$ cat src/sv/assert_macros.svh
`ifndef ASSERT_MACROS_SVH
`define ASSERT_MACROS_SVH

// checked only out of reset
`define PPID_ASSERT(name, prop) \
  name: assert property (@(posedge clk_i) disable iff (!rst_ni) prop) \
    else $error("ppid assertion failed");

// checked on every edge, reset included
`define PPID_ASSERT_ALWAYS(name, prop) \
  name: assert property (@(posedge clk_i) prop) \
    else $error("ppid assertion failed");

`endif

$ cat src/sv/ppid_pkg.sv
`default_nettype none

package ppid_pkg;

  localparam logic signed [31:0] S32_MAX = 32'sh7FFF_FFFF;
  localparam logic signed [31:0] S32_MIN = 32'sh8000_0000;
  localparam logic signed [47:0] S48_MAX = 48'sh7FFF_FFFF_FFFF;
  localparam logic signed [47:0] S48_MIN = 48'sh8000_0000_0000;

  typedef enum logic [2:0] {
    CFG_PROP_GAIN     = 3'd0,
    CFG_INTEG_GAIN    = 3'd1,
    CFG_DERIV_GAIN    = 3'd2,
    CFG_INTEGRAL_BAND = 3'd3,
    CFG_DERIV_SOURCE  = 3'd4
  } cfg_idx_e;

  typedef struct packed {
    logic signed [31:0] prop_gain;
    logic signed [31:0] integ_gain;
    logic signed [31:0] deriv_gain;
    logic        [30:0] integral_band;
    logic               deriv_source;
  } cfg_t;

  typedef struct packed {
    logic signed [31:0] setpoint;
    logic signed [31:0] measured;
    logic signed [31:0] measured_rate;
    logic               link_online;
  } smp_t;

  typedef struct packed {
    logic signed [31:0] err;
    logic signed [31:0] d_src;
    logic               cleared;
  } err_t;

  typedef struct packed {
    logic signed [63:0] prod_p;
    logic signed [63:0] prod_i;
    logic signed [63:0] prod_d;
    logic               cleared;
  } prod_t;

  typedef struct packed {
    logic signed [31:0] drive;
    logic               integ_cleared;
  } res_t;

endpackage

`default_nettype wire

$ cat src/sv/ppid_acc.sv
`default_nettype none
`include "assert_macros.svh"

module ppid_acc (
  input  wire logic           clk_i,
  input  wire logic           rst_ni,
  input  wire logic           in_valid_i,
  output logic                in_ready_o,
  input  wire ppid_pkg::prod_t in_data_i,
  output logic                out_valid_o,
  input  wire logic           out_ready_i,
  output ppid_pkg::res_t      out_data_o
);
  import ppid_pkg::*;

  typedef struct packed {
    logic signed [47:0] p_term;
    logic signed [47:0] d_term;
    logic               cleared;
  } term_t;

  logic  vd_q, ve_q;
  logic  en_d, en_e, fire_d;
  term_t d_q, d_d;
  res_t  e_q, e_d;
  logic signed [47:0] integ_q, integ_d;

  logic signed [63:0] neg_d;
  logic signed [47:0] i_term;
  logic signed [48:0] integ_sum;
  logic signed [49:0] total;

  assign en_e   = !ve_q || out_ready_i;
  assign en_d   = !vd_q || en_e;
  assign fire_d = in_valid_i && en_d;

  assign in_ready_o  = en_d;
  assign out_valid_o = ve_q;
  assign out_data_o  = e_q;

  // scale back to Q16.16 by floor shift, integrator with saturation and clear
  always_comb begin
    neg_d       = 64'sd0 - in_data_i.prod_d;
    i_term      = in_data_i.prod_i[63:16];
    d_d.p_term  = in_data_i.prod_p[63:16];
    d_d.d_term  = neg_d[63:16];
    d_d.cleared = in_data_i.cleared;
    integ_sum   = {integ_q[47], integ_q} + {i_term[47], i_term};
    if (in_data_i.cleared) begin
      integ_d = '0;
    end else if (integ_sum[48] != integ_sum[47]) begin
      integ_d = integ_sum[48] ? S48_MIN : S48_MAX;
    end else begin
      integ_d = integ_sum[47:0];
    end
  end

  // output sum saturated to 32 bits
  always_comb begin
    total = {{2{d_q.p_term[47]}}, d_q.p_term}
          + {{2{integ_q[47]}}, integ_q}
          + {{2{d_q.d_term[47]}}, d_q.d_term};
    e_d.integ_cleared = d_q.cleared;
    if (!(&total[49:31]) && (|total[49:31])) begin
      e_d.drive = total[49] ? S32_MIN : S32_MAX;
    end else begin
      e_d.drive = total[31:0];
    end
  end

  always_ff @(posedge clk_i or negedge rst_ni) begin
    if (!rst_ni) begin
      vd_q    <= 1'b0;
      ve_q    <= 1'b0;
      integ_q <= '0;
    end else begin
      if (en_d) begin
        vd_q <= in_valid_i;
      end
      if (en_e) begin
        ve_q <= vd_q;
      end
      if (fire_d) begin
        integ_q <= integ_d;
      end
    end
  end

  always_ff @(posedge clk_i) begin
    if (fire_d) begin
      d_q <= d_d;
    end
    if (en_e && vd_q) begin
      e_q <= e_d;
    end
  end

  `PPID_ASSERT(a_clear_zeroes_integ, fire_d && in_data_i.cleared |=> integ_q == 48'sd0)
  `PPID_ASSERT(a_integ_holds_idle, !fire_d |=> $stable(integ_q))
  `PPID_ASSERT_ALWAYS(a_reset_integ_zero, !rst_ni |-> integ_q == 48'sd0)

endmodule

`default_nettype wire

$ cat config.mk
export PLATFORM = sky130hd
export DESIGN_NAME = ppid_acc
export DESIGN_NICKNAME = d
export VERILOG_FILES = /design/src/sv/ppid_pkg.sv /design/src/sv/ppid_acc.sv
export VERILOG_INCLUDE_DIRS = /design/src /design/src/sv
export SDC_FILE = /design/constraint.sdc
export NUM_CORES = 1
export LEC_CHECK = 0
export BUFFER_PORTS_ARGS = -buffer_cell sky130_fd_sc_hd__buf_2
export CAP_MARGIN = 25
export CORE_MARGIN = 2
export CORE_UTILIZATION = 50
export CTS_CLUSTER_SIZE = 16
export DETAILED_ROUTE_END_ITERATION = 12
export GPL_TIMING_DRIVEN = 0
export MAX_ROUTING_LAYER = met4
export PLACE_DENSITY_LB_ADDON = 0.25
export SYNTH_ARGS = -nofsm -noshare
export SYNTH_HDL_FRONTEND = slang
export SYNTH_SLANG_ARGS = --single-unit
$ cat constraint.sdc
create_clock -name clk_i -period 14 [get_ports clk_i]
set_input_delay 0.7 -clock clk_i [delete_from_list [all_inputs] [get_ports clk_i]]
set_output_delay 0.7 -clock clk_i [all_outputs]
set_load 0.005 [all_outputs]
# Yosys cells after proc, flatten, opt, wreduce, memory -nomap -nowiden
# Cells that the tools add are included.
[op_classes] addsub=4 eq_ne=1 mux=5 reduce_logical=10
[op_table] op="$mux 48" count=3
[op_table] op="$add 48x48->49" count=2
[op_table] op="$mux 32" count=2
[op_table] op="$sub 1x64->64 const A" count=1
[op_table] op="$add 49x48->50" count=1
[op_table] op="$reduce_and 19->1" count=1
[op_table] op="$reduce_or 19->1" count=1
[op_table] op="$logic_and 1x1->1" count=3
[op_table] op="$logic_not 1->1" count=3
[op_table] op="$logic_or 1x1->1" count=2
[op_table] op="$ne 1x1->1" count=1
[word_totals] reg_bits=180 input_bits=197 out_inout_bits=35 word_cells=28

# Longest topological paths before layout
# Gate-level depths: netlist of the first run.
[depth] ltp_word=6 mapped_depth=21 depth_no_buf=18

# Least setup slack after synthesis of the first run
# No wires, ideal clock.
[synth_path] path_type="flip-flop to flip-flop" startpoint="reg d_q[19] (netlist bit)" endpoint="reg e_q, in the netlist out_data_o[10], data pin" setup_time_ns=0.270 arrival_ns=4.226 required_ns=13.730 slack_ns=9.504 stages_incl_launch_ff=19 path_buffers=4 synth_period_minus_slack_ns=4.496 cell_sequence="edfxtp_1 fa_1 ha_1 clkbuf_1 a211oi_1 o211ai_1 a21bo_2 a221oi_1 o21ai_0 a21oi_1 o32a_1 buf_2 nand4_1 or4_1 nor4_1 or2_2 buf_2 buf_2 mux2i_1"
[synth_lines] item="start, declared" line="ppid_acc.sv:24" source="term_t d_q, d_d;"
[synth_lines] item="start signal, assigned" line="ppid_acc.sv:91" source="d_q <= d_d;"
[synth_lines] item="end signal, assigned" line="ppid_acc.sv:94" source="e_q <= e_d;"
[synth_lines] item="end, declared" line="ppid_acc.sv:25" source="res_t e_q, e_d;"

==> results of run 1 <==
[per-stage QoR]
| stage | utilization | hold slack [ns] | std cells | power [mW] | instance area [um^2] |
|---|---|---|---|---|---|
| 2_1_floorplan | - | 0.400 | 1353 | 2.37 | 13500 |
| 3_3_place_gp | 0.558 | 0.413 | 1893 | 2.88 | 14900 |
| 3_5_place_dp | 0.560 | 0.411 | 1895 | 2.91 | 15000 |
| 4_1_cts | 0.581 | 0.114 | 1927 | 3.39 | 15500 |
| 5_1_grt | 0.581 | 0.119 | 1934 | 3.71 | 15500 |
| 6_report | 0.581 | 0.113 | 1934 | 3.42 | 15500 |
[flip-flops by register name, summed over array words and instances (netlist names)]
signal	flops
vd_q	1
d_q	97
out_data_o	33
integ_q	48
out_valid_o	1
[layout make-up]
class	instances	area, um^2
diodes	7	17.5
plain buffers	51	201
clock buffers	21	462
clock inverters	11	87.6
fillers	2353	11200
inverters	34	130
multi-input cells	1088	8010
flip-flops and latches	180	5150
well taps	341	427
repair buffers	201	1040
[worst register-to-register path, delay by kind of cell (launching register included)]
family / cells / cell delay, ns
AOI/OAI and AO/OA: 5 / 1.43
and+or+nand+nor: 5 / 1.20
adders and majority gates: 3 / 1.15
buffers and inverters: 3 / 0.53
DFF: 1 / 0.51
xor gates and xnor gates: 1 / 0.26
muxes: 1 / 0.26
[layer usage]
layer	share of wire	wire (um)
met5	0	0
met1	0.48	17600
met2	0.44	16200
met4	0.027	975
met3	0.047	1730
[worst max-delay path by stage]
stage	start	to	depth (start not counted)	slack, ns
after floorplan	d_q[19]	out_data_o[10]	18	9.50
after global placement	in_data_i[81]	integ_q[0]	16	8.30
after detailed placement	in_data_i[81]	integ_q[43]	16	8.37
after CTS	integ_q[1]	out_data_o[23]	18	8.55
after global routing	integ_q[1]	out_data_o[27]	18	8.11
final	integ_q[1]	out_data_o[23]	18	8.50
[report_power, final]
part           internal, mW  switching (mW)
Combinational         0.850            1.26
Sequential            0.718           0.125
Clock                 0.242           0.221
Total                  1.81            1.61
[kinds of logic (layout without fill, tap and decap cells)]
kind of cell,after synthesis,in the layout
adder cells (fa/ha/maj),146,146
multiplexers,32,32
flip-flops,180,180
AO/OA/AOI/OAI,375,375
buffers and inverters,85,318
XOR/XNOR,124,124
AND/OR/NAND/NOR,411,411
other,0,7
[placed cells by master (no fill, tap or decap), types with 43 or more instances in the layout]
cell type,netlist,routed
xor2_1,43,43
o21ai_0,96,96
clkbuf_1,45,48
dfrtp_1,50,50
edfxtp_1,130,130
buf_2,5,204
a21oi_1,109,109
ha_1,96,96
nand2_1,126,126
nor2_1,111,111
xnor2_1,81,81
fa_1,50,50
==> metrics.txt, run 1 <==
Worst Path Arrival=roughly 5.8 ns; maximum resistive drop on vdd=about 0.00008 V; number of synthesized flops with an enable pin=130; # resized after CTS=0; gr busiest metal=met2; top fanout value on the critical path=10; CTS tree=built; Top FF cell, synth=edfxtp_1; vias per cell=between 5 and 6; Mapped Cells=about 1,400; DRT iter0 DRCs=881; Routed WL per cell=approximately 19 um; clk buf depth=2; met2 usage in global routing=0.400; max_cap viols=0; Port Buffer Count=roughly 200; cell with the most instances after synthesis=edfxtp_1; Post-Synthesis Cell Area=between 0.01 and 0.015 mm^2; Routed WL=~37,000 um; antenna-violating nets left=0; post-synth cell types=70; post-CTS repair timing setup buffer count=0; Die ar.=about 0.028 mm^2; Post-Synth Simple-Gate Area=0.151; Tmin final=between 5 and 6 ns; crit end category=flop; share of layout cells above drive strength 1=0.168; post-synthesis adder-cell area fraction=0.163; worst skew pair latency=between 0.4 and 0.5 ns; number of global-route vias before repair=~11,000; CTS sink count=180; largest family of logic cells by synthesized area=compound AO/OA/AOI/OAI gates; vias=approximately 11,000; Ports=232; post-synth net total=roughly 1,700; CP peak stage delay=approximately 0.57 ns; end of the worst register-to-register path=out_data_o[23]; core area=roughly 0.027 mm^2; worst min path class=in2async; delay-heaviest family, CP=compound AO/OA/AOI/OAI gates; Yosys Warn Count=0; initial antenna violation count=7; post-synthesis sequential area ratio=0.382; # hold bufs at CTS=0; slew margin rel.=0.404; CP startpoint kind=flop; WP buf/inv=3; slew of the pin with the lowest slew margin=0.883 ns; RePlAce Congestion=around 0.96; Synth Register Bits=180; DP Worst Slack=8.37 ns; FF-to-FF setup slack=around 8.5 ns; top post-synthesis cells by count=130 x edfxtp_1, 126 x nand2_1, 111 x nor2_1, 109 x a21oi_1; synthesis-to-layout area growth=15.1%; ys async rst share=0.278; Layout Nets=~1,900; Slowest-stage cell, CP=fa_1; Critical R2R Launch=integ_q[1]; die height=between 150 and 200 um; final setup vio count=0; average instance area after synthesis=~10 um^2; Worst R2R Path Depth=18; top-area cell type share of the netlist area=0.289; clk slew on worst S/H paths=approximately 0.080 ns; RSZ-0062 raised after global routing=false; Final Cycle Share=0.393; Setup TNS=0 ns; synth top area cells=edfxtp_1 29%, dfrtp_1 9.3%, ha_1 8.9%; met3 Use GR=0.0367; Tot GR Track Use=0.268; xor/xnor share of the synthesized area=0.0805; Post-DP HPWL=between 20,000 and 30,000 um; post-synthesis mux area share=0.0237; Cell Pwr Density=between 200 and 250 mW/mm^2; outcome=finished, final reports clean; Remaining DRCs=0; Fmax=between 150 and 200 MHz; post-synth top area cell=edfxtp_1; drt first pass iters=5; CP cell instances=fa_1 -> ha_1 -> inv_1 -> fa_1 -> nor2b_1 -> o31ai_1 -> a21oi_1 -> o22ai_1 -> o21ai_0 -> a21oi_1 -> xnor2_1 -> nand4_1 -> or4_1 -> nor4_1 -> or2_2 -> buf_2 -> buf_2 -> mux2i_1; clock root buffer=clkbuf_16; initial core utilization=0.505; TritonCTS Buffers=17; Compound-Gate Fraction of Synth Area=0.175; H-tree Lvls=4; die width=168 um; Final WS setup=roughly 8.5 ns; Row Count=60; met1 GRT Util=0.382; Worst Clk Skew=between 0.02 and 0.025 ns; kind of critical path=reg2reg; largest net degree at the start of global routing=76; leakage=6.46 nW; first-pass GRT wire length=56,600 um; Pins Over Slew Limit=0; Worst Path Required=~14 ns; grt total ovfl=0; Hold Fails Final Rpt=0
Power figures use the tool's default switching activity.
==> inputs of run 2 (changes only) <==
Clock period 14 ns to 4.6 ns, I/O delays scaled along.
==> metrics.txt, run 2 (same netlist as run 1, synthesis figures left out) <==
vias=~11,000; Pins Over Slew Limit=0; Routed WL per cell=between 15 and 20 um; Final WS setup=between 0.06 and 0.07 ns; CTS sink count=180; worst min path class=in2reg; antenna-violating nets left=0; most frequent cells in the layout=201 x buf_2, 130 x edfxtp_1, 124 x nand2_1, 111 x nor2_1, 102 x a21oi_1; Reg with most FFs=d_q; CP startpoint kind=flop; Worst R2R Path Depth=15; Hold Fails Final Rpt=0; max_cap viols=0; synthesis-to-layout area growth=21.7%; drt first pass iters=5; clk buf depth=2; Layout Nets=around 2,000; vias per cell=5.72; Tot GR Track Use=0.276; worst hold margin=slightly above 0.04 ns; Row Count=60; Die ar.=between 0.02 and 0.03 mm^2; hold path depth=3; Remaining DRCs=0; most common cell after layout, fill and taps aside=buf_2; kind of critical path=reg2reg; FF-to-FF setup slack=0.06 ns; Cell Pwr Density=approximately 670 mW/mm^2; worst hold endpoint=out_valid_o; end of the worst register-to-register path=out_data_o[7]; H-tree Lvls=4; Tmin final=4.54 ns; die height=about 170 um; leakage=~6.8 nW; RePlAce Congestion=about 0.96; flip-flop count of the largest register after layout=97; Worst Path Required=between 4 and 5 ns; Post-DP HPWL=roughly 30,000 um; initial core utilization=0.505; Ports=about 230; slew margin rel.=0.400; top fanout value on the critical path=10; Routed WL=38,000 um; TritonCTS Buffers=17; CTS tree=built; Critical R2R Launch=d_q[7]; grt total ovfl=0; CP cell instances=fa_2 -> ha_2 -> and2_4 -> nand3_1 -> a2111oi_4 -> nor4b_4 -> o41ai_4 -> a31oi_1 -> xnor2_1 -> nand2_1 -> or4_4 -> nor4_4 -> or2_4 -> buf_8 -> mux2i_1; number of global-route vias before repair=approximately 11,000; RSZ-0062 raised after global routing=true; DP Worst Slack=-0.808 ns; Crit. Startpoint=d_q[7]; die width=168 um; largest net degree at the start of global routing=76; DRT iter0 DRCs=roughly 940; CP peak stage delay=0.55 ns; core area=0.0267 mm^2; Port Buffer Count=~200; slew of the pin with the lowest slew margin=about 0.90 ns; Slowest-stage cell, CP=fa_2; Worst Clk Skew=roughly 0.021 ns; outcome=finished, final reports clean; clk slew on worst S/H paths=approximately 0.080 ns; Worst Path Arrival=between 4 and 5 ns; Final Cycle Share=0.986; first-pass GRT wire length=a little under 60,000 um; worst skew pair latency=about 0.45 ns; final setup vio count=0; share of layout cells above drive strength 1=0.201; clock root buffer=clkbuf_16; Overall Power=~11 mW; Fmax=220 MHz; maximum resistive drop on vdd=0.000266 V; crit end category=flop; start point of the worst min-delay path=out_ready_i; initial antenna violation count=5
-- run 2: cell type report --
| cell class | instances | area, um^2 |
|---|---|---|
| Fill cell | 2225 | 10300 |
| Tap cell | 341 | 427 |
| Sequential cell | 180 | 5160 |
| Clock buffer | 21 | 462 |
| Inverter | 34 | 130 |
| Multi-Input combinational cell | 1088 | 8280 |
| Clock inverter | 11 | 87.6 |
| Timing Repair Buffer | 262 | 1630 |
| Antenna cell | 5 | 12.5 |
| Buffer | 45 | 226 |
-- run 2: worst max path at each step --
| stage | slack, ns | end | cells past startpoint |
|---|---|---|---|
| after floorplan | 0.10 | out_data_o[10] | 18 |
| after global placement | -0.76 | out_data_o[31] | 18 |
| after detailed placement | -0.81 | out_data_o[7] | 18 |
| after CTS | -0.02 | out_data_o[23] | 15 |
| after global routing | -0.13 | out_data_o[27] | 17 |
| final | 0.06 | out_data_o[7] | 15 |
-- run 2: repair_timing --
| item | 4_1_cts | 5_1_grt |
|---|---|---|
| setup endpoints to repair | 73 | 73 |
| pin swaps | 12 | 17 |
| setup buffers | 3 | 7 |
| hold buffers | 49 | 2 |
| hold endpoints to repair | 97 | 2 |
| cloned | 0 | 0 |
| resized for setup | 43 | 45 |
-- run 2: critical path, delay by kind of cell, from the launching register on --
kind | cells | cell delay, ns
xor+xnor | 1 | 0.27
simple gates | 7 | 1.31
buf+inv | 1 | 0.17
fa+ha+maj | 2 | 0.96
flops | 1 | 0.46
mux | 1 | 0.23
compound gates | 3 | 0.97
-- run 2: layer usage --
layer,up-vias,global-route usage,wire (um)
li1,5548,-,-
met1,5376,0.387,17700
met2,396,0.422,17200
met5,-,-,0
met4,0,0.0787,1000
met3,52,0.0386,2150
-- run 2: through the flow --
step | area [um^2] | util | TNS [ns] | cells
floorplan | 13500 | - | 0 | 1353
global placement | 14900 | 0.558 | -31.46 | 1893
detailed placement | 15000 | 0.560 | -32.58 | 1895
CTS | 16200 | 0.606 | -0.0463 | 1975
global route | 16400 | 0.614 | -3.02 | 1987
finish | 16400 | 0.614 | 0 | 1987
-- run 2: power breakdown --
| part | internal (mW) | switching [mW] |
|---|---|---|
| Combinational | 2.87 | 4.11 |
| Clock | 0.735 | 0.678 |
| Sequential | 2.19 | 0.379 |
==> inputs of run 3 (changes only) <==
Settings changed: CELL_PAD_IN_SITES_DETAIL_PLACEMENT set to 0, CELL_PAD_IN_SITES_GLOBAL_PLACEMENT set to 2, CORE_UTILIZATION 50 to 39.
Clock period 4.6 ns to 5.35 ns, I/O delays scaled along.
==> metrics.txt, run 3 (same netlist as run 1, synthesis figures left out) <==
outcome=finished, final reports clean; Worst R2R Path Depth=18; FF-to-FF setup slack=0.30 ns; Row Count=between 60 and 70; Area after DPL=~0.015 mm^2; Worst Clk Skew=about 0.013 ns; initial antenna violation count=0; core area=0.0343 mm^2; final core occ=0.470; Worst Path Required=roughly 5.6 ns; leakage=about 6.7 nW; clk buf depth=2; worst skew pair latency=about 0.46 ns; Port Buffer Count=199; crit end category=flop; synthesis-to-layout area growth=19.5%; Overall Power=9.07 mW; Routed WL=between 30,000 and 40,000 um; Clk pwr share=0.135; Remaining DRCs=0; CP cell instances=fa_1 -> ha_1 -> inv_1 -> fa_1 -> nor2b_1 -> o31ai_1 -> a21oi_2 -> o211ai_1 -> a31oi_2 -> a21oi_1 -> xnor2_1 -> nand4_1 -> or4_1 -> nor4_1 -> or2_2 -> buf_2 -> clkbuf_4 -> mux2i_2; CP startpoint kind=flop; Ports=around 230; worst min path class=in2reg; initial core utilization=0.393; Setup TNS=0 ns; Crit. Startpoint=integ_q[1]; share of layout cells above drive strength 1=0.175; most common cell after layout, fill and taps aside=buf_2; TritonCTS Buffers=17; flip-flop count of the largest register after layout=97; Tmin final=5.05 ns; Pint=around 4.8 mW; most common cell type on the critical path=fa_1; slew margin rel.=0.396; drt first pass iters=5; Post-DP HPWL=a little over 30,000 um; vias per cell=~5.2; grt total ovfl=0; Worst setup endpoint=out_data_o[9]; number of global-route vias before repair=10,600; Die ar.=~0.036 mm^2; Layout Nets=1,955; final setup vio count=0; Hold Fails Final Rpt=0; clk slew on worst S/H paths=roughly 0.07 ns; Final Cycle Share=0.945; die width=roughly 190 um; Pins Over Slew Limit=0; clock root buffer=clkbuf_16; first-pass GRT wire length=about 60,000 um; Cell Pwr Density=about 560 mW/mm^2; Fmax=between 150 and 200 MHz; DP Cell Count=about 2,000; Reg with most FFs=d_q; most frequent cells in the layout=202 x buf_2, 130 x edfxtp_1, 126 x nand2_1, 111 x nor2_1, 107 x a21oi_1; DRT iter0 DRCs=525; Critical R2R Launch=integ_q[1]; combinational power share=0.620; Slowest-stage cell, CP=fa_1; CTS sink count=180; CP peak stage delay=about 0.54 ns; Routed WL per cell=roughly 18 um; H-tree Lvls=4; Worst Path Arrival=5.34 ns; number of inserted diodes=0; antenna-violating nets left=0; Psw=~4.3 mW; slew of the pin with the lowest slew margin=around 0.91 ns; DP Worst Slack=-0.173 ns; worst hold margin=around 0.018 ns; largest net degree at the start of global routing=54; RSZ-0062 raised after global routing=false; kind of critical path=reg2reg; Final Cell Area=0.0161 mm^2; end of the worst register-to-register path=out_data_o[9]; CTS tree=built; Switching Fraction=0.474; top fanout value on the critical path=10; Layout Cells excl Fill=~2,100; Final WS setup=slightly below 0.3 ns; RePlAce Congestion=about 0.87; Fillers=between 3,000 and 4,000; share of power burned in registers=0.245; Tot GR Track Use=0.220; vias=approximately 11,000; max_cap viols=0; maximum resistive drop on vdd=between 0.0002 and 0.0003 V; die height=between 150 and 200 um
run 3: cell types whose count changed in the layout (fill, tap and decap cells not counted), sizes merged:
cell	previous run	this run
diode	5	0
dlygate4sd3	51	36
buf	217	208
clkinvlp	2	1
clkbuf	60	64
clkinv	2	7
run 3: power by group through the flow:
stage          sequential, mW  combinational [mW]  clock, mW
2_1_floorplan            2.09                4.10          0
3_3_place_gp             2.24                5.48          0
3_5_place_dp             2.25                5.50          0
4_1_cts                  2.22                5.57       1.26
5_1_grt                  2.26                6.37       1.31
6_report                 2.22                5.63       1.22
run 3: timing repair:
| item | CTS | global route |
|---|---|---|
| gates resized for setup | 3 | 14 |
| gates cloned | 0 | 0 |
| setup endpoints to repair | 30 | 40 |
| endpoints found under the hold margin | 51 | 0 |
| buffers inserted | 0 | 3 |
| hold buffers | 36 | 0 |
run 3: area by class of cell:
cell class	instances	area (um^2)	share of cell area
clock inverters	15	143	0.00885
plain buffers	51	208	0.0129
repair buffers	240	1430	0.0885
multi-input cells	1088	8070	0.500
flip-flops and latches	180	5150	0.320
well taps	455	569	0.0353
clock buffers	17	425	0.0264
inverters	34	130	0.00807
run 3: worst max-delay path, delay by kind of cell (launching register included):
family          cells  cell delay, ns
compound gates      5            1.11
xor+xnor            1            0.26
fa+ha+maj           3            1.10
buf+inv             3            0.48
flops               1            0.50
mux                 1            0.25
simple gates        5            1.17
run 3: routing by layer:
layer | vias up | GRT usage | routed length (um)
li1 | 5502 | - | -
met2 | 196 | 0.322 | 16500
met3 | 50 | 0.0229 | 988
met5 | - | - | 0
met4 | 0 | 0.0748 | 998
met1 | 5148 | 0.317 | 19400
run 3: worst min-delay path by stage:
stage / depth (start not counted) / slack [ns] / startpoint / endpoint
6_report: 1 / 0.02 / in_data_i[160] / d_q[64]
5_1_grt: 1 / 0.001 / in_data_i[164] / d_q[68]
4_1_cts: 1 / 0.0009 / in_data_i[160] / d_q[64]
3_5_place_dp: 1 / 0.24 / rst_ni / integ_q[6]
3_3_place_gp: 0 / 0.41 / d_q[0] / out_data_o[0]
2_1_floorplan: 0 / -0.03 / rst_ni / integ_q[0]
