===== config.mk =====
export PLATFORM = sky130hd
export DESIGN_NAME = ppid_front
export DESIGN_NICKNAME = d
export VERILOG_FILES = /design/src/sv/ppid_pkg.sv /design/src/sv/ppid_front.sv
export VERILOG_INCLUDE_DIRS = /design/src /design/src/sv
export SDC_FILE = /design/constraint.sdc
export NUM_CORES = 1
export LEC_CHECK = 0
export ABC_AREA = 1
export CAP_MARGIN = 5
export CORE_ASPECT_RATIO = 0.5
export CORE_MARGIN = 2
export CORE_UTILIZATION = 45
export CTS_BUF_LIST = sky130_fd_sc_hd__clkbuf_4 sky130_fd_sc_hd__clkbuf_8
export CTS_CLUSTER_SIZE = 40
export DETAILED_ROUTE_END_ITERATION = 6
export DONT_BUFFER_PORTS = 1
export SLEW_MARGIN = 10
export SYNTH_ARGS = -nofsm -noshare
export SYNTH_HDL_FRONTEND = slang
export SYNTH_SLANG_ARGS = --single-unit
export TNS_END_PERCENT = 50

===== constraint.sdc =====
create_clock -name clk_i -period 6.45 [get_ports clk_i]
set_input_delay 0.645 -clock clk_i [delete_from_list [all_inputs] [get_ports clk_i]]
set_output_delay 0.645 -clock clk_i [all_outputs]
set_load 0.02 [all_outputs]

===== src/sv/assert_macros.svh =====
`ifndef ASSERT_MACROS_SVH
`define ASSERT_MACROS_SVH

// checked only out of reset
`define PPID_ASSERT(name, prop) \
  name: assert property (@(posedge clk_i) disable iff (!rst_ni) prop) \
    else $error("ppid assertion failed");

// checked on every edge, reset included
`define PPID_ASSERT_ALWAYS(name, prop) \
  name: assert property (@(posedge clk_i) prop) \
    else $error("ppid assertion failed");

`endif


===== src/sv/ppid_pkg.sv =====
`default_nettype none

package ppid_pkg;

  localparam logic signed [31:0] S32_MAX = 32'sh7FFF_FFFF;
  localparam logic signed [31:0] S32_MIN = 32'sh8000_0000;
  localparam logic signed [47:0] S48_MAX = 48'sh7FFF_FFFF_FFFF;
  localparam logic signed [47:0] S48_MIN = 48'sh8000_0000_0000;

  typedef enum logic [2:0] {
    CFG_PROP_GAIN     = 3'd0,
    CFG_INTEG_GAIN    = 3'd1,
    CFG_DERIV_GAIN    = 3'd2,
    CFG_INTEGRAL_BAND = 3'd3,
    CFG_DERIV_SOURCE  = 3'd4
  } cfg_idx_e;

  typedef struct packed {
    logic signed [31:0] prop_gain;
    logic signed [31:0] integ_gain;
    logic signed [31:0] deriv_gain;
    logic        [30:0] integral_band;
    logic               deriv_source;
  } cfg_t;

  typedef struct packed {
    logic signed [31:0] setpoint;
    logic signed [31:0] measured;
    logic signed [31:0] measured_rate;
    logic               link_online;
  } smp_t;

  typedef struct packed {
    logic signed [31:0] err;
    logic signed [31:0] d_src;
    logic               cleared;
  } err_t;

  typedef struct packed {
    logic signed [63:0] prod_p;
    logic signed [63:0] prod_i;
    logic signed [63:0] prod_d;
    logic               cleared;
  } prod_t;

  typedef struct packed {
    logic signed [31:0] drive;
    logic               integ_cleared;
  } res_t;

endpackage

`default_nettype wire


===== src/sv/ppid_front.sv =====
`default_nettype none
`include "assert_macros.svh"

module ppid_front (
  input  wire logic          clk_i,
  input  wire logic          rst_ni,
  input  wire ppid_pkg::cfg_t cfg_i,
  input  wire logic          in_valid_i,
  output logic               in_ready_o,
  input  wire ppid_pkg::smp_t in_data_i,
  output logic               out_valid_o,
  input  wire logic          out_ready_i,
  output ppid_pkg::err_t     out_data_o
);
  import ppid_pkg::*;

  typedef struct packed {
    logic signed [31:0] err;
    logic signed [31:0] rate;
    logic               online;
  } stage1_t;

  logic    v0_q, v1_q, v2_q;
  smp_t    r0_q;
  stage1_t r1_q, r1_d;
  err_t    r2_q, r2_d;
  logic signed [31:0] prev_err_q;

  logic en0, en1, en2, fire2;
  logic signed [32:0] err_wide;
  logic signed [32:0] diff_wide;
  logic signed [31:0] diff_sat;
  logic        [31:0] err_mag;

  assign en2   = !v2_q || out_ready_i;
  assign en1   = !v1_q || en2;
  assign en0   = !v0_q || en1;
  assign fire2 = v1_q && en2;

  assign in_ready_o  = en0;
  assign out_valid_o = v2_q;
  assign out_data_o  = r2_q;

  // error, saturated to 32 bits
  always_comb begin
    err_wide = {r0_q.setpoint[31], r0_q.setpoint} - {r0_q.measured[31], r0_q.measured};
    r1_d.rate   = r0_q.measured_rate;
    r1_d.online = r0_q.link_online;
    if (err_wide[32] != err_wide[31]) begin
      r1_d.err = err_wide[32] ? S32_MIN : S32_MAX;
    end else begin
      r1_d.err = err_wide[31:0];
    end
  end

  // derivative source and integral separation
  always_comb begin
    diff_wide = {r1_q.err[31], r1_q.err} - {prev_err_q[31], prev_err_q};
    if (diff_wide[32] != diff_wide[31]) begin
      diff_sat = diff_wide[32] ? S32_MIN : S32_MAX;
    end else begin
      diff_sat = diff_wide[31:0];
    end
    err_mag      = r1_q.err[31] ? (32'd0 - r1_q.err) : r1_q.err;
    r2_d.err     = r1_q.err;
    r2_d.d_src   = cfg_i.deriv_source ? r1_q.rate : diff_sat;
    r2_d.cleared = (err_mag > {1'b0, cfg_i.integral_band}) || !r1_q.online;
  end

  always_ff @(posedge clk_i or negedge rst_ni) begin
    if (!rst_ni) begin
      v0_q       <= 1'b0;
      v1_q       <= 1'b0;
      v2_q       <= 1'b0;
      prev_err_q <= '0;
    end else begin
      if (en0) begin
        v0_q <= in_valid_i;
      end
      if (en1) begin
        v1_q <= v0_q;
      end
      if (en2) begin
        v2_q <= v1_q;
      end
      if (fire2) begin
        prev_err_q <= r1_q.err;
      end
    end
  end

  always_ff @(posedge clk_i) begin
    if (en0 && in_valid_i) begin
      r0_q <= in_data_i;
    end
    if (en1 && v0_q) begin
      r1_q <= r1_d;
    end
    if (fire2) begin
      r2_q <= r2_d;
    end
  end

  `PPID_ASSERT(a_prev_err_tracks, fire2 |=> prev_err_q == $past(r1_q.err))
  `PPID_ASSERT(a_offline_clears, fire2 && !r1_q.online |=> r2_q.cleared)

endmodule

`default_nettype wire


Yosys cells after proc, flatten, opt, wreduce, memory -nomap -nowiden
Index checks and enable logic that the tools add are counted.
- bits in registers: 262
- input bits: 229
- output and inout bits: 67
- logic and storage cells: 37
- eq/ne operators: 2
- reduce and logical (&&, ||, !) cells: 11
- order comparisons: 1
- mux-type cells: 6
- $add $sub $neg: 3
- operators by type and width (operator ; number):
    $mux 32 ; 6
    $sub 32x32->33 ; 2
    $gt 32x31->1 ; 1
    $sub 1x32->32 const A ; 1
    $logic_not 1->1 ; 4
    $logic_or 1x1->1 ; 4
    $logic_and 1x1->1 ; 3
    $ne 1x1->1 ; 2

Depth between registers and ports, before layout
Gate-level depths: netlist of run 1.
- depth in word-level cells: 5
- gate-level depth with buffers: 20
- depth with buffers taken out: 20

Worst setup path after synthesis of run 1
No wires, ideal clock.
- path type: input to register
- start point: input port out_ready_i
- end point: register r0_q[0] in the netlist's numbering, enable pin
- path slack: 3019 ps
- stages: 6
- path buffers: 0
- setup time: 451 ps
- data required time: 5999 ps
- data arrival time: 2981 ps
- cells stage by stage: inv_1 nand2_1 nor2_1 nand2_1 nand2_1 inv_1
- longest elaborated chain between the ends: 4
- ends and longest elaborated chain (what ; RTL line ; source):
    start, declared ; ppid_front.sv:12 ; input wire logic out_ready_i,
    $logic_or 1x1->1 ; ppid_front.sv:35 ; assign en2 = !v2_q || out_ready_i;
    $logic_or 1x1->1 ; ppid_front.sv:36 ; assign en1 = !v1_q || en2;
    $logic_or 1x1->1 ; ppid_front.sv:37 ; assign en0 = !v0_q || en1;
    net in_ready_o ; ppid_front.sv:9 ; output logic in_ready_o,
    $logic_and 1x1->1 ; ppid_front.sv:93 ; if (en0 && in_valid_i) begin
    end signal, assigned ; ppid_front.sv:94 ; r0_q <= in_data_i;
    end, declared ; ppid_front.sv:24 ; smp_t r0_q;
The timed path passes the listed nets, and every way through them passes these cells.
A chain may end at the register's enable or synchronous reset.

==> results of run 1 <==
==> cell usage in the layout, fill, tap and decap left out, types with 20 or more instances in the layout <==
master	n
nor3_1	20
inv_1	229
o21ai_0	82
dfrtp_1	35
nor2_1	139
clkbuf_8	39
nand3_1	63
xor2_1	62
edfxtp_1	227
a21oi_1	117
ha_1	96
nand2_1	411
==> stage by stage <==
stage	cell area (sq um)	hold slack, ns	total power, mW
after floorplan	14800	0.349	5.47
after global placement	15300	0.350	6.43
after detailed placement	15300	0.350	6.50
after CTS	16100	0.118	7.92
after global routing	16100	0.104	8.48
final	16100	0.165	7.85
==> cell type report <==
| type | instances | area, sq um | share of cell area |
|---|---|---|---|
| antenna | 1 | 2.50 | 0.000155 |
| timing repair buffer | 8 | 75.1 | 0.00466 |
| tap | 432 | 541 | 0.0335 |
| inverter | 239 | 900 | 0.0558 |
| multi-input combinational | 1096 | 6130 | 0.380 |
| clock inverter | 21 | 159 | 0.00986 |
| clock buffer | 50 | 619 | 0.0384 |
| sequential | 262 | 7690 | 0.477 |
==> registers in the layout (all words and copies together) (netlist names) <==
name         count
r0_q            97
out_data_o      65
r1_q            65
prev_err_q      32
out_valid_o      1
v0_q             1
v1_q             1
==> worst max path at each step <==
stage | cells past startpoint | endpoint | start
2_1_floorplan | 6 | r0_q[0] | out_ready_i
3_3_place_gp | 16 | out_data_o[18] | r1_q[33]
3_5_place_dp | 19 | out_data_o[0] | r1_q[34]
4_1_cts | 19 | out_data_o[0] | r1_q[34]
5_1_grt | 16 | out_data_o[19] | r1_q[33]
6_report | 19 | out_data_o[0] | r1_q[34]
==> metal layers <==
metal	track usage	wire length (um)	up-vias
met5	0	13	-
met4	0.0813	1320	2
met3	0.0439	1990	84
met2	0.360	17500	298
met1	0.303	17500	5174
li1	-	-	5428
==> power groups by stage <==
stage	combinational [mW]	clock (mW)	sequential [mW]
after floorplan	2.66	0	2.81
after global placement	3.49	0	2.95
after detailed placement	3.55	0	2.95
after CTS	3.57	1.42	2.92
after global routing	4.04	1.49	2.96
final	3.56	1.37	2.92
==> cell families after synthesis <==
logic type / after synthesis / synth area share
AOI/OAI and AO/OA: 243 / 0.0954
xor gates and xnor gates: 71 / 0.0419
adders and majority gates: 98 / 0.0836
buffers and inverters: 264 / 0.0692
DFF: 262 / 0.518
and+or+nand+nor: 684 / 0.192
==> results.yml, run 1 <==
global_route:
  grt_max_degree: 69
  grt_pass1_vias: 10900
  track_usage: 0.224
  antenna_found_initial: 2
  grt_pass1_wl_mm: 59.7
  gr-total-overflow: 0
sta:
  rsz0062_at_grt: "no"
  period_needed_ns: 3.65
  slew_headroom: 0.235
  max_clock_freq_mhz: 274
  slew_violations: 0
  tns_ns: 0
  setup_viol: 0
  hold_viol_final: 0
  worst_slack_ns: 2.80
  finalCritPeriodShare: 0.565
  skew_ns: 0.0284
  tightest_slew_ns: 1.15
run_status:
  status: "completed"
synthesis:
  syn_area_per_cell_sq_um: 9.15
  synth_ff_type: "edfxtp_1"
  synth_area_leaders: "edfxtp_1 46%, nand2_1 10%, ha_1 8.1%"
  async_flop_share: 0.134
  post-synth-top-count-cell: "nand2_1"
  yosysWarningCount: 0
  synthDominantCellAreaShare: 0.459
  syn_nets: 1949
  yosysSeqAreaShare: 0.518
  synth_edf_count: 227
  ys_types: 37
  synth_cells: 1622
  syn_area_sq_um: 14800
  ys_seq_elements: 262
  netlist_top_cells_count: "411 x nand2_1, 232 x inv_1, 227 x edfxtp_1, 139 x nor2_1, 117 x a21oi_1"
  synth_area_leader_cell: "edfxtp_1"
worst_hold_path:
  min_from: "in_data_i[22]"
  hold_path_end: "r0_q[22]"
  holdPathStages: 0
  hold_path_class: "in2reg"
routing:
  ant_nets: 0
  vias: 11000
  drcViolationCount: 0
  avgViaCountPerCell: 5.21
  finalWirelength_mm: 38.3
  wire_per_inst_um: 18.2
  first_pass_iters: 5
  drt_iter0_drc: 701
clock_tree:
  post_cts_resized: 0
  post_cts_buffers: 0
  cts_tree: "built"
  clkTransAtPathRegs_ns: 0.07
  worstSkewPairLatency_ns: 0.57
  cts_sinks: 262
  cts_max_level: 2
  cts-root-buf: "clkbuf_8"
  holdBufCountCts: 2
  clock_path_buffers: 3
  cts_buffers: 39
floorplan:
  die_w_um: 261
  dieArea_sq_um: 34500
  initial_core_util: 0.463
  boundaryPins: 296
  row_count: 46
  coreArea_sq_um: 32100
  die_h_um: 132
setup_path:
  cp-end-kind: "flop"
  path_delay_family: "simple AND/OR/NAND/NOR gates"
  r2r_setup_slack_ns: 2.80
  critPathMaxStageDelay_ns: 0.45
  crit_fanout: 4
  worstSetupPathType: "reg2reg"
  crit_buf_inv: 2
  critical_path_required_ns: 6.77
  rr_startpoint: "r1_q[34]"
  r2r-end: "out_data_o[0]"
  crit_slowest_cell: "edfxtp_1"
  r2r_cells: 19
  worstPathArrival_ns: 3.96
  cp-start-kind: "flop"
  crit_chain: "inv_1 > ha_1 > inv_1 > nor2_1 > nand3_1 > nor2_1 > nand4_1 > nor2_1 > nand2_1 > nand2_1 > xor2_1 > ha_1 > nand2_1 > nor2_1 > nand4_1 > nor2_1 > nand3_1 > nand2_1 > nand2_1"
placement:
  pre_cts_ws_ns: 2.83
  place.gp.congestion: 0.899
  portBuffers: 0
  dp_hpwl_mm: 30.1
  place_inst: 2035
layout:
  fin_util: 0.503
  instances_no_fill: 2109
  fillers: 3005
  nets: 1973
  area_growth_pct: 8.55
  layout-drive-gt1-share: 0.0704
power_and_ir_drop:
  p_clk_frac: 0.174
  p_int_mw: 4.30
  leakagePower_nw: 7.23
  p_per_area_nw_per_um2: 487
  sw_frac_of_total: 0.452
  p_comb_frac: 0.454
  power_frac_seq: 0.372
  switchingPower_mw: 3.55
  vdd_drop_max_v: 0.000216
run:
  cap_viol_max_count: 0
(Power assumes the default switching activity.)
==> inputs of run 2 (changes only) <==
Clock period 6.45 ns to 3.3 ns, I/O delays scaled along.
==> run 2 against run 1 <==
Global-route usage increased by 1.3 points; core utilization increased by 4.6 points; worst hold slack improved by 0.076 ns; largest power group unchanged; sequential cell count unchanged; combinational power increased by 110%.
==> results.yml, run 2 (synthesis results as in run 1) <==
clock_tree:
  clock_path_buffers: 3
  cts-root-buf: "clkbuf_8"
  cts_max_level: 2
  cts_buffers: 39
  worstSkewPairLatency_ns: 0.58
  clkTransAtPathRegs_ns: 0.07
  cts_sinks: 262
  cts_tree: "built"
layout:
  finalInstanceArea_sq_um: 17600
  largest_register_ffs: 97
  fin_util: 0.548
  area_growth_pct: 18.4
  fillers: 2890
  nets: 2117
  final_cell_mix: "409 x nand2_1, 229 x inv_1, 227 x edfxtp_1, 134 x nor2_1, 116 x a21oi_1"
  top_register: "r0_q"
  layout-drive-gt1-share: 0.0983
  final_common_cell: "nand2_1"
sta:
  slew_headroom: 0.583
  period_needed_ns: 3.10
  slew_violations: 0
  finalCritPeriodShare: 0.941
  setup_viol: 0
  skew_ns: 0.0289
  tightest_slew_ns: 0.624
  max_clock_freq_mhz: 322
  worst_slack_ns: 0.196
  hold_viol_final: 0
power_and_ir_drop:
  vdd_drop_max_v: 0.000482
  p_int_mw: 8.80
  p_comb_frac: 0.473
  switchingPower_mw: 7.11
  p_clk_frac: 0.175
  leakagePower_nw: 7.91
  p_per_area_nw_per_um2: 905
  power_frac_seq: 0.352
  sw_frac_of_total: 0.447
floorplan:
  coreArea_sq_um: 32100
  row_count: 46
  dieArea_sq_um: 34500
  die_h_um: 132
  initial_core_util: 0.463
  die_w_um: 261
  boundaryPins: 296
routing:
  finalWirelength_mm: 40.8
  ant_nets: 0
  vias: 11400
  avgViaCountPerCell: 5.05
  first_pass_iters: 5
  wire_per_inst_um: 18.1
  drt_iter0_drc: 768
  drcViolationCount: 0
run:
  cap_viol_max_count: 0
worst_hold_path:
  hold_path_class: "in2async"
global_route:
  grt_max_degree: 66
  grt_pass1_wl_mm: 63.3
  gr-total-overflow: 0
  grt_pass1_vias: 11500
  antenna_found_initial: 1
  track_usage: 0.238
placement:
  dp_hpwl_mm: 31.6
  portBuffers: 0
  pre_cts_ws_ns: 0.0153
  place.gp.congestion: 0.911
  place_area_sq_um: 15600
setup_path:
  cp-end-kind: "flop"
  r2r_cells: 18
  critical_path_required_ns: 3.60
  cp-start-kind: "flop"
  crit_fanout: 16
  worstSetupPathType: "reg2reg"
  worstPathArrival_ns: 3.40
  r2r_setup_slack_ns: 0.20
run_status:
  status: "completed"
==> run 2: cell types whose count changed in the layout (fill, tap and decap cells not counted), sizes merged <==
cell	change
clkbuf	+12
clkinv	-9
bufinv	-2
dlygate4sd3	+100
buf	+44
clkinvlp	-1
inv	+1
==> run 2: final timing paths <==
check	from	endpoint
worst max-delay path	r1_q[33]	out_data_o[30]
worst min-delay path	rst_ni	prev_err_q[28]
worst max register to register	r1_q[33]	out_data_o[30]
worst min register to register	r0_q[11]	r1_q[11]
max in group asynchronous	rst_ni	prev_err_q[8]
min in group clk_i	in_data_i[21]	r0_q[21]
==> run 2: layout make-up <==
| class | instances | area [sq um] | area share |
|---|---|---|---|
| tap | 432 | 541 | 0.0308 |
| clock buffer | 62 | 766 | 0.0436 |
| antenna | 1 | 2.50 | 0.000142 |
| multi-input combinational | 1096 | 6160 | 0.351 |
| inverter | 239 | 900 | 0.0512 |
| timing repair buffer | 152 | 1450 | 0.0826 |
| sequential | 262 | 7690 | 0.438 |
| clock inverter | 10 | 61.3 | 0.00349 |
==> run 2: metal layers <==
| layer | wire, um | track usage |
|---|---|---|
| met2 | 19000 | 0.391 |
| met3 | 2240 | 0.0504 |
| met1 | 18600 | 0.322 |
| met5 | 0 | 0 |
| met4 | 1010 | 0.0597 |
==> run 2: power by group through the flow <==
stage | logic [mW] | registers, mW | clock network (mW)
final | 7.52 | 5.61 | 2.78
after global routing | 8.46 | 5.69 | 3.00
after CTS | 7.41 | 5.62 | 2.86
after detailed placement | 7.26 | 5.69 | 0
after global placement | 7.16 | 5.66 | 0
after floorplan | 5.21 | 5.49 | 0
==> run 2: worst max-delay path: stages (launching register included) <==
cell	delay, ns
edfxtp_1	0.40
inv_1	0.09
buf_4	0.15
ha_1	0.20
fa_1	0.41
nand3b_1	0.20
nand2_2	0.15
nand2_1	0.09
nand2_2	0.11
nand2_1	0.08
nand2_2	0.11
nand2_2	0.09
nand3_1	0.09
nand2_2	0.09
nand2_4	0.11
nand2_4	0.06
inv_2	0.11
buf_12	0.19
a21oi_1	0.11
==> run 2: what timing repair did <==
item,4_1_cts,5_1_grt
hold buffers,102,0
resized for setup,1,12
pin swaps,0,2
setup endpoints to repair,1,32
hold endpoints to repair,136,0
setup buffers,0,7
==> run 2: through the flow <==
step	hold slack [ns]	std cells	setup TNS, ns	power (mW)
floorplan	0.0344	1622	0	10.7
global placement	0.0352	2072	0	12.8
detailed placement	0.0350	2072	0	12.9
CTS	0.195	2246	0	15.9
global route	0.213	2254	-0.107	17.2
finish	0.241	2254	0	15.9
==> inputs of run 3 (changes only) <==
Settings changed: CORE_MARGIN 2 to unset, CORE_UTILIZATION 45 to 60, PLACE_DENSITY set to 0.79.
==> run 3 against run 2 <==
Worst hold slack got worse by 0.0042 ns; critical path type unchanged; clock skew rose by 0.0079 ns; design area fell by 0.61%; sequential cell count did not move.
==> results.yml, run 3 (synthesis results as in run 1) <==
run_status:
  status: "completed"
sta:
  tns_ns: 0
  hold_viol_final: 0
  hold_ws_ns: 0.237
  slew_violations: 0
  tightest_slew_ns: 0.583
  setup_viol: 0
  slew_headroom: 0.607
  max_clock_freq_mhz: 315
  skew_ns: 0.0368
  finalCritPeriodShare: 0.962
  period_needed_ns: 3.17
global_route:
  gr-total-overflow: 0
  track_usage: 0.316
  grt_pass1_vias: 11500
  grt_pass1_wl_mm: 61.4
  antenna_found_initial: 0
  grt_max_degree: 54
layout:
  fillers: 1774
  final_cell_mix: "411 x nand2_1, 227 x inv_1, 227 x edfxtp_1, 134 x nor2_1, 117 x a21oi_1"
  largest_register_ffs: 97
  top_register: "r0_q"
  layout-drive-gt1-share: 0.0967
  nets: 2118
  fin_util: 0.724
  antenna_cells: 0
  finalInstanceArea_sq_um: 17500
  final_common_cell: "nand2_1"
  area_growth_pct: 17.7
placement:
  dp_hpwl_mm: 29.1
  place.gp.congestion: 0.960
  place_area_sq_um: 15500
  portBuffers: 0
floorplan:
  coreArea_sq_um: 24100
  initial_core_util: 0.615
  die_w_um: 224
  dieArea_sq_um: 25400
  die_h_um: 113
  boundaryPins: 296
  row_count: 40
clock_tree:
  cts-root-buf: "clkbuf_8"
  worstSkewPairLatency_ns: 0.57
  cts_max_level: 2
  clock_path_buffers: 3
  cts_sinks: 262
  cts_buffers: 38
  cts_tree: "built"
  clkTransAtPathRegs_ns: 0.08
power_and_ir_drop:
  switchingPower_mw: 7.03
  p_per_area_nw_per_um2: 912
  p_int_mw: 8.90
  finalPower_mw: 15.9
  sw_frac_of_total: 0.441
  p_comb_frac: 0.467
  leakagePower_nw: 7.92
  power_frac_seq: 0.352
  vdd_drop_max_v: 0.000418
  p_clk_frac: 0.180
setup_path:
  crit_start: "r1_q[40]"
  critPathCapture: "out_data_o[3]"
  worstSetupPathType: "reg2reg"
  cp-end-kind: "flop"
  crit_fanout: 17
  cp-start-kind: "flop"
  rr_startpoint: "r1_q[40]"
  worstPathArrival_ns: 3.45
  r2r_setup_slack_ns: 0.13
  r2r_cells: 18
  critical_path_required_ns: 3.57
  r2r-end: "out_data_o[3]"
routing:
  vias: 12000
  wire_per_inst_um: 18.7
  ant_nets: 0
  drt_iter0_drc: 1080
  avgViaCountPerCell: 5.54
  finalWirelength_mm: 40.3
  first_pass_iters: 6
  drcViolationCount: 0
worst_hold_path:
  hold_path_class: "in2async"
run:
  cap_viol_max_count: 0
==> run 3: through the flow <==
stage,setup WS [ns],instances
finish,0.126,2156
global route,-0.0194,2156
CTS,0.115,2145
detailed placement,0.165,1974
global placement,0.175,1974
floorplan,0.0515,1622
==> run 3: cell type report <==
cell class / count / area (sq um) / area share
Clock buffer: 62 / 753 / 0.0431
Inverter: 239 / 900 / 0.0515
Multi-Input combinational cell: 1096 / 6160 / 0.353
Sequential cell: 262 / 7690 / 0.440
Clock inverter: 7 / 85.1 / 0.00487
Tap cell: 336 / 420 / 0.0241
Timing Repair Buffer: 154 / 1460 / 0.0835
==> run 3: repair_timing <==
| action | 4_1_cts | 5_1_grt |
|---|---|---|
| setup endpoints to repair | 0 | 1 |
| setup buffers | 0 | 11 |
| hold endpoints to repair | 136 | 0 |
| hold buffers | 102 | 0 |
| gates resized for setup | 0 | 11 |
==> run 3: metal layers <==
layer / GRT usage / vias to the layer above / wire length (um)
met1: 0.420 / 5616 / 17300
met5: 0 / - / 0
met4: 0.108 / 0 / 1170
met3: 0.0543 / 93 / 2860
li1: - / 5711 / -
met2: 0.529 / 534 / 19000
==> run 3: critical path, stage by stage, from the launching register on <==
cell      delay [ns]
edfxtp_1        0.47
buf_4           0.20
buf_4           0.15
ha_1            0.37
nand2_1         0.19
inv_2           0.04
a21oi_1         0.14
nand2_1         0.14
nand2_1         0.10
nand2_2         0.11
nand2_2         0.11
nand2_2         0.06
nand2_1         0.07
nand2_2         0.10
nand2_4         0.14
nand2_4         0.06
inv_2           0.09
buf_4           0.23
a21oi_1         0.11
==> run 3: power groups by stage <==
stage | Clock, mW | Combinational, mW | Sequential [mW]
after floorplan | 0 | 5.21 | 5.49
after global placement | 0 | 6.93 | 5.64
after detailed placement | 0 | 7.07 | 5.67
after CTS | 2.89 | 7.22 | 5.60
after global routing | 3.03 | 8.23 | 5.67
final | 2.87 | 7.44 | 5.61
==> run 3: worst min-delay path by stage <==
| stage | endpoint | depth (start not counted) | startpoint | slack, ns |
|---|---|---|---|---|
| after floorplan | out_valid_o | 0 | rst_ni | 0.03 |
| final | prev_err_q[17] | 2 | rst_ni | 0.24 |
| after CTS | prev_err_q[17] | 2 | rst_ni | 0.21 |
| after detailed placement | v0_q | 0 | rst_ni | 0.04 |
| after global placement | out_valid_o | 0 | rst_ni | 0.04 |
| after global routing | prev_err_q[16] | 2 | rst_ni | 0.24 |
